===== src/hdl/jcrd_pkg.sv =====
// Shared types, constants and the magnitude-extension function for the
// coefficient run decoder. No dependencies.
package jcrd_pkg;

  localparam int BLOCK_COEFS    = 64;
  localparam int NUM_COMPONENTS = 4;
  localparam int POS_W          = $clog2(BLOCK_COEFS);
  localparam int COMP_W         = 2;
  localparam int VAL_W          = 16;
  localparam int BITS_W         = 15;
  localparam int SYM_W          = 8;
  localparam int NIB_W          = 4;
  localparam logic [POS_W-1:0] LAST_POS = POS_W'(BLOCK_COEFS - 1);
  localparam logic [NIB_W-1:0] MAX_SIZE = 4'hF;

  typedef enum logic [0:0] {
    ST_IDLE,
    ST_EMIT
  } jcrd_state_t;

  // How the current item expands into results
  typedef enum logic [1:0] {
    KIND_DC,
    KIND_EOB,
    KIND_OVR,
    KIND_AC
  } jcrd_kind_t;

  typedef struct packed {
    logic load;
    logic emit;
  } jcrd_cmd_t;

  typedef struct packed {
    logic out_free;
    logic step_last;
  } jcrd_sts_t;

  // size-many low bits of raw; below half range means negative value
  function automatic logic [VAL_W-1:0] jcrd_extend(input logic [NIB_W-1:0] size,
                                                   input logic [BITS_W-1:0] raw);
    logic [VAL_W-1:0] span;
    logic [VAL_W-1:0] half;
    logic [VAL_W-1:0] b;
    span = VAL_W'(1) << size;
    half = span >> 1;
    b    = {1'b0, raw} & (span - VAL_W'(1));
    if (size == '0) begin
      return '0;
    end else if (b < half) begin
      return b + VAL_W'(1) - span;
    end else begin
      return b;
    end
  endfunction

endpackage


===== src/hdl/jcrd_ctrl.sv =====
// Controller for the coefficient run decoder: takes an item, then sequences
// one result beat per free output slot. Depends on jcrd_pkg.
module jcrd_ctrl (
  input  logic               clk,
  input  logic               rst,
  input  logic               in_valid,
  output logic               in_stall,
  input  jcrd_pkg::jcrd_sts_t sts,
  output jcrd_pkg::jcrd_cmd_t cmd
);
  import jcrd_pkg::*;

  jcrd_state_t state;
  jcrd_state_t state_next;

  always_ff @(posedge clk) begin
    if (rst) begin
      state <= ST_IDLE;
    end else begin
      state <= state_next;
    end
  end

  always_comb begin
    state_next = state;
    cmd.load   = 1'b0;
    cmd.emit   = 1'b0;
    in_stall   = 1'b1;
    unique case (state)
      ST_IDLE: begin
        in_stall = 1'b0;
        if (in_valid) begin
          cmd.load   = 1'b1;
          state_next = ST_EMIT;
        end
      end
      ST_EMIT: begin
        if (sts.out_free) begin
          cmd.emit = 1'b1;
          if (sts.step_last) begin
            state_next = ST_IDLE;
          end
        end
      end
      default: state_next = ST_IDLE;
    endcase
  end

endmodule


===== src/hdl/jcrd_dpath.sv =====
// Datapath for the coefficient run decoder: item registers, block position,
// DC predictors, value extension and the output register. Depends on jcrd_pkg.
module jcrd_dpath (
  input  logic                       clk,
  input  logic                       rst,
  input  jcrd_pkg::jcrd_cmd_t        cmd,
  output jcrd_pkg::jcrd_sts_t        sts,
  input  logic [jcrd_pkg::COMP_W-1:0] component,
  input  logic [jcrd_pkg::SYM_W-1:0]  symbol,
  input  logic [jcrd_pkg::BITS_W-1:0] extra_bits,
  output logic                       out_valid,
  input  logic                       out_stall,
  output logic signed [jcrd_pkg::VAL_W-1:0] coef_value,
  output logic [jcrd_pkg::POS_W-1:0] coef_index,
  output logic                       block_done,
  output logic                       run_last,
  output logic                       overrun_error
);
  import jcrd_pkg::*;

  logic [POS_W-1:0]  position;
  logic [POS_W-1:0]  position_next;
  logic [NIB_W-1:0]  run_left;
  logic [NIB_W-1:0]  run_left_next;
  logic [VAL_W-1:0]  dc_pred [NUM_COMPONENTS];
  logic [COMP_W-1:0] comp_r;
  logic [COMP_W-1:0] pred_sel;
  logic [NIB_W-1:0]  size_r;
  logic [BITS_W-1:0] bits_r;
  jcrd_kind_t        kind;
  jcrd_kind_t        kind_next;
  logic [POS_W:0]    run_end;
  logic [VAL_W-1:0]  ext;
  logic [VAL_W-1:0]  dc_sum;
  logic              at_last;
  logic [VAL_W-1:0]  val_next;
  logic [POS_W-1:0]  idx_next;
  logic              done_next;
  logic              last_next;
  logic              err_next;

  // classify on intake
  assign run_end = {1'b0, position} + {{(POS_W + 1 - NIB_W){1'b0}}, symbol[7:4]};

  always_comb begin
    priority if (position == '0) begin
      kind_next = KIND_DC;
    end else if (symbol == '0) begin
      kind_next = KIND_EOB;
    end else if (run_end > {1'b0, LAST_POS}) begin
      kind_next = KIND_OVR;
    end else begin
      kind_next = KIND_AC;
    end
  end

  assign pred_sel = COMP_W'(comp_r % NUM_COMPONENTS);
  assign ext      = jcrd_extend(size_r, bits_r);
  assign dc_sum   = dc_pred[pred_sel] + ext;
  assign at_last  = (position == LAST_POS);

  always_comb begin
    sts.out_free  = !out_valid || !out_stall;
    val_next      = '0;
    idx_next      = position;
    done_next     = at_last;
    last_next     = at_last;
    err_next      = 1'b0;
    position_next = at_last ? '0 : position + POS_W'(1);
    run_left_next = run_left;
    sts.step_last = at_last;
    unique case (kind)
      KIND_DC: begin
        val_next      = dc_sum;
        idx_next      = '0;
        done_next     = 1'b0;
        last_next     = 1'b1;
        position_next = POS_W'(1);
        sts.step_last = 1'b1;
      end
      KIND_EOB: begin
      end
      KIND_OVR: begin
        err_next = at_last;
      end
      KIND_AC: begin
        if (run_left != '0) begin
          done_next     = 1'b0;
          last_next     = 1'b0;
          run_left_next = run_left - NIB_W'(1);
          sts.step_last = 1'b0;
        end else begin
          val_next      = ext;
          last_next     = 1'b1;
          sts.step_last = 1'b1;
        end
      end
      default: begin
      end
    endcase
  end

  always_ff @(posedge clk) begin
    if (rst) begin
      position  <= '0;
      out_valid <= 1'b0;
      for (int i = 0; i < NUM_COMPONENTS; i++) begin
        dc_pred[i] <= '0;
      end
    end else begin
      if (cmd.emit) begin
        position  <= position_next;
        out_valid <= 1'b1;
        if (kind == KIND_DC) begin
          dc_pred[pred_sel] <= dc_sum;
        end
      end else if (!out_stall) begin
        out_valid <= 1'b0;
      end
    end
  end

  always_ff @(posedge clk) begin
    if (cmd.load) begin
      comp_r   <= component;
      kind     <= kind_next;
      run_left <= symbol[7:4];
      size_r   <= (kind_next == KIND_DC && symbol[7:4] != '0) ? MAX_SIZE : symbol[3:0];
      bits_r   <= extra_bits;
    end else if (cmd.emit) begin
      run_left <= run_left_next;
    end
    if (cmd.emit) begin
      coef_value    <= val_next;
      coef_index    <= idx_next;
      block_done    <= done_next;
      run_last      <= last_next;
      overrun_error <= err_next;
    end
  end

  a_done_at_end: assert property (@(posedge clk) disable iff (rst)
    (out_valid && block_done) |-> (coef_index == LAST_POS && run_last))
    else $error("block end away from last position");

  a_err_form: assert property (@(posedge clk) disable iff (rst)
    (out_valid && overrun_error) |-> (block_done && coef_value == '0))
    else $error("overrun flag on a non-final or nonzero beat");

  a_dc_advance: assert property (@(posedge clk) disable iff (rst)
    (cmd.emit && kind == KIND_DC) |=> (position == POS_W'(1)))
    else $error("position not one after DC");

  a_emit_free: assert property (@(posedge clk) disable iff (rst)
    (out_valid && out_stall) |=> $stable(coef_index) && out_valid)
    else $error("stalled result overwritten");

endmodule


===== src/hdl/jpeg_coefficient_run_decoder_core.sv =====
// Top level of the coefficient run decoder: controller plus datapath.
// Depends on jcrd_pkg, jcrd_ctrl, jcrd_dpath.
//
//  channel | handshake            | payload
//  --------+----------------------+---------------------------------------------
//  in      | in_valid / in_stall  | component, symbol, extra_bits
//  out     | out_valid / out_stall| coef_value, coef_index, block_done,
//          |                      | run_last, overrun_error
//
// An item is taken in ST_IDLE, then in ST_EMIT its results go one beat per
// cycle into the output register while that register is free; a DC or plain
// AC item with no zero run gives a single beat. in_stall stays high until
// the item's last beat is in the output register, which may still wait while
// the next item is taken. out_stall freezes a valid output register and
// pauses the sequencing. Reset clears block position and the DC predictors.
module jpeg_coefficient_run_decoder_core (
  input  logic                        clk,
  input  logic                        rst,
  input  logic                        in_valid,
  output logic                        in_stall,
  input  logic [jcrd_pkg::COMP_W-1:0] component,
  input  logic [jcrd_pkg::SYM_W-1:0]  symbol,
  input  logic [jcrd_pkg::BITS_W-1:0] extra_bits,
  output logic                        out_valid,
  input  logic                        out_stall,
  output logic signed [jcrd_pkg::VAL_W-1:0] coef_value,
  output logic [jcrd_pkg::POS_W-1:0]  coef_index,
  output logic                        block_done,
  output logic                        run_last,
  output logic                        overrun_error
);
  import jcrd_pkg::*;

  jcrd_cmd_t cmd;
  jcrd_sts_t sts;

  jcrd_ctrl u_ctrl (
    .clk      (clk),
    .rst      (rst),
    .in_valid (in_valid),
    .in_stall (in_stall),
    .sts      (sts),
    .cmd      (cmd)
  );

  jcrd_dpath u_dpath (
    .clk           (clk),
    .rst           (rst),
    .cmd           (cmd),
    .sts           (sts),
    .component     (component),
    .symbol        (symbol),
    .extra_bits    (extra_bits),
    .out_valid     (out_valid),
    .out_stall     (out_stall),
    .coef_value    (coef_value),
    .coef_index    (coef_index),
    .block_done    (block_done),
    .run_last      (run_last),
    .overrun_error (overrun_error)
  );

endmodule

===== config.mk =====
export PLATFORM = sky130hd
export DESIGN_NAME = jpeg_coefficient_run_decoder_core
export DESIGN_NICKNAME = d
export VERILOG_FILES = /design/src/hdl/jcrd_pkg.sv /design/src/hdl/jcrd_ctrl.sv /design/src/hdl/jcrd_dpath.sv /design/src/hdl/jpeg_coefficient_run_decoder_core.sv
export SDC_FILE = /design/constraint.sdc
export NUM_CORES = 1
export LEC_CHECK = 0
export BUFFER_PORTS_ARGS = -buffer_cell sky130_fd_sc_hd__clkbuf_2
export CAP_MARGIN = 5
export CORE_MARGIN = 8
export CORE_UTILIZATION = 45
export DETAILED_ROUTE_END_ITERATION = 12
export PLACE_DENSITY_LB_ADDON = 0.25
export SLEW_MARGIN = 20
export SYNTH_ARGS = -nofsm -noshare
export SYNTH_HDL_FRONTEND = slang
export SYNTH_SLANG_ARGS = --single-unit

===== constraint.sdc =====
create_clock -name clk -period 6.1 [get_ports clk]
set_clock_uncertainty 0.1 [all_clocks]
set_input_delay 0.915 -clock clk [delete_from_list [all_inputs] [get_ports clk]]
set_output_delay 0.915 -clock clk [all_outputs]
set_load 0.05 [all_outputs]

==> flow_summary.ini <==
[flow_run]
drv_cap = 0

[die]
placeableCoreArea_mm2 = 0.0165
die_height_um = 145
die-area_mm2 = 0.0212
floorplan.initialDensity_pct = 45.8
std_cell_rows = 47
boundaryPins = 56
dieWidth_um = 145

[timing]
maxSlewHeadroom_pct = 34.8
post-route-min-period_ps = 5770
post-route-period-util_pct = 94.6
f_max_mhz = 173
rsz_0062_raised_after_global_routing = false
hold_viol_final = 0
final_slew_viol_count = 0
setup-violations-final = 0
fin_tns_setup_ps = 0
worst_slew_pin_slew_ps = 977

[cts]
cts.clk_slew.worst_paths_ps = 60
cts.path.max_buffers = 2
clock_sink_count = 126
cts_inserted_buffers = 17
worstSkewPairLatency_ps = 420
tritoncts = done
ctsHtreeMaxLevel = 4
cts.root.buffer_cell = clkbuf_16

[run_status]
run_status = finished clean

[finish]
flow.area_growth_from_synthesis_pct = 16.9
layout.nets = 845
n_antenna_cell = 0
mostFrequentLayoutCells = nor2_1 (122), edfxtp_1 (116), ha_1 (61), clkbuf_2 (55), a21oi_1 (44)
layout.core_utilization_pct = 53.6
leading_cell_type_in_the_layout_fill_and_taps_excluded = nor2_1
final_area_mm2 = 0.00882
final_layout_size_suffix_gt1_share_pct = 19.8

[global_route]
first_pass_grt_wire_length_mm = 29.8
grt_use_total_pct = 17.8
gr-total-overflow = 0
grt_max_degree = 38
grt_antenna_before_repair = 0
grt_pass1_vias = 5620

[drt]
drt-pass1-iter-count = 5
antenna_left = 0
via_per_inst = 5.66
drt_first_iter_violations = 323
routed-wl-met2_mm = 8.93
vias = 5565
avgRoutedWirePerCell_um = 18.8
wl_mm = 18.5
route.layer.met1.wl_mm = 8.43
top_layer = met4
post-route-drc-count = 0
met3_wirelength_um = 884

[critical_path]
critical_path_arrival_ps = 5810
setup.worst_path.end = u_dpath.dc_pred[3][15]
critical_path_peak_fanout = 5
crit_required_ps = 6140
reg2reg_to = u_dpath.dc_pred[3][15]
critical-path-top-delay-family = adder cells
path_buf_inv = 4
critical_path.max_stage_delay_ps = 420
crit_path_cell_count = 26
crit-reg2reg-launch = u_dpath.size_r[2]
startpoint = u_dpath.size_r[2]
critPathSlowestCell = fa_1
kind_of_capture_point_of_the_worst_setup_path = flop
criticalPathCategory = flop to flop
setup.worst_path.start_class = flop
r2r.worst_path.cells = 26
cp_common_cell = ha_1
reg2reg_setup_slack_ps = 330

[synthesis]
ys_seq_elements = 126
synth_seq_area_share_pct = 48.8
synth-edff-count = 116
synthTopCellsByArea = edfxtp_1 (46%), ha_1 (10%), nor2_1 (6.1%), mux4_2 (4.8%), a21oi_1 (3.2%)
syn-num-nets = 784
yosys_most_used_dff = edfxtp_1
area_leader_netlist = edfxtp_1
post_synth_instance_area_mm2 = 0.00754
synth_cell_types = 60
synth-async-reset-ratio_pct = 0
ys_warn_count = 0
syn-mean-instance-area_um2 = 10.9
cell_count_after_synthesis = 690
synth_top_area_share_pct = 46.2

[power_and_ir_drop]
p_leak_nw = 3.51
p_per_area_mw_per_mm2 = 338
post-layout-total-power_mw = 2.98
ir_worst_vdd_v = 0.000221

[placement]
placed_area_mm2 = 0.00810
place_hpwl_mm = 13.3
gp_congestion = 0.915
io_buffer_count = 55

[min_path]
worst_hold_class = flop to flop
==> routing by layer <==
metal	vias up	GRT usage (%)
li1	2659	-
met2	143	28.5
met5	-	0
met4	0	5.10
met3	19	4.07
met1	2744	23.7
==> through the flow <==
stage	setup WS [ps]	cells	hold slack (ps)
floorplan	3.74	690	403
global placement	267	950	415
detailed placement	56.9	950	441
CTS	27.1	982	451
global route	7.79	984	486
finish	329	984	437
==> final cells by class <==
| cell class | instances | area, µm² |
|---|---|---|
| fillers | 1446 | 7650 |
| multi-input cells | 510 | 3780 |
| flip-flops and latches | 126 | 3680 |
| clock buffers | 19 | 433 |
| repair buffers | 70 | 388 |
| well taps | 220 | 275 |
| clock inverters | 13 | 164 |
| inverters | 26 | 97.6 |
==> worst register-to-register path: stages (launching register included) <==
cell and delay [ps]:
edfxtp_1 390, or2_4 300, nor3_4 120, inv_1 80, ha_1 290, nor2b_2 170
inv_1 60, ha_1 270, inv_1 40, ha_1 220, fa_1 420, a211o_1 370
a211oi_2 310, a21oi_2 140, a21oi_2 180, xnor2_1 80, mux2i_1 190, nor2_1 70
ha_1 350, nand4_1 130, or2_2 300, o211a_1 170, a21oi_2 180, xor2_2 210
xnor2_2 150, buf_4 170, nor2_1 50
==> registers in the layout, summed over array words and instances (netlist names), 2 cells and up, named ones only <==
name,cells
u_dpath.coef_index,6
u_dpath.position,6
u_dpath.dc_pred,64
u_dpath.size_r,4
u_dpath.bits_r,15
u_dpath.coef_value,16
u_dpath.comp_r,2
u_dpath.kind,2
u_dpath.run_left,4
==> worst min-delay path by stage <==
stage,start,endpoint,slack [ps],depth (start not counted)
4_1_cts,u_ctrl.state,u_ctrl.state,450,2
3_5_place_dp,u_ctrl.state,u_ctrl.state,440,2
5_1_grt,u_ctrl.state,u_ctrl.state,490,2
2_1_floorplan,u_dpath.position[1],u_dpath.position[1],400,2
6_report,u_ctrl.state,u_ctrl.state,440,2
3_3_place_gp,u_ctrl.state,u_ctrl.state,420,2
==> cell usage after synthesis, types with 7 or more instances <==
| master | n |
|---|---|
| nand2_1 | 35 |
| inv_1 | 26 |
| or2_2 | 8 |
| a21oi_1 | 48 |
| edfxtp_1 | 116 |
| o21ai_0 | 19 |
| o22ai_1 | 12 |
| xnor2_1 | 18 |
| nand2b_1 | 8 |
| dfxtp_1 | 10 |
| and3_1 | 9 |
| nor2_1 | 122 |
| xor2_1 | 14 |
| o21bai_1 | 8 |
| clkbuf_1 | 23 |
| nor2b_1 | 14 |
| nand3_1 | 7 |
| mux4_2 | 16 |
| ha_1 | 62 |
| and2_1 | 13 |
| o21a_1 | 7 |
==> where the power goes <==
part           switching, mW  internal, mW  total (mW)
clock network          0.386         0.644        1.03
logic                  0.578         0.335       0.912
registers             0.0298          1.01        1.04
total                  0.993          1.99        2.98
==> kinds of logic after synthesis <==
group | after synthesis | share of synthesized area [%]
and+or+nand+nor | 243 | 15.1
AOI/OAI and AO/OA | 144 | 12.4
DFF | 126 | 48.8
adders and majority gates | 65 | 11.1
buffers and inverters | 54 | 2.74
xor gates and xnor gates | 32 | 3.72
muxes | 26 | 6.17
==> repair_timing <==
action	in CTS	in global routing
hold buffers	0	0
gates resized for setup	0	19
setup buffers	0	2
endpoints found under the setup margin	0	35
No activity file was read; power rests on OpenSTA's default activity.
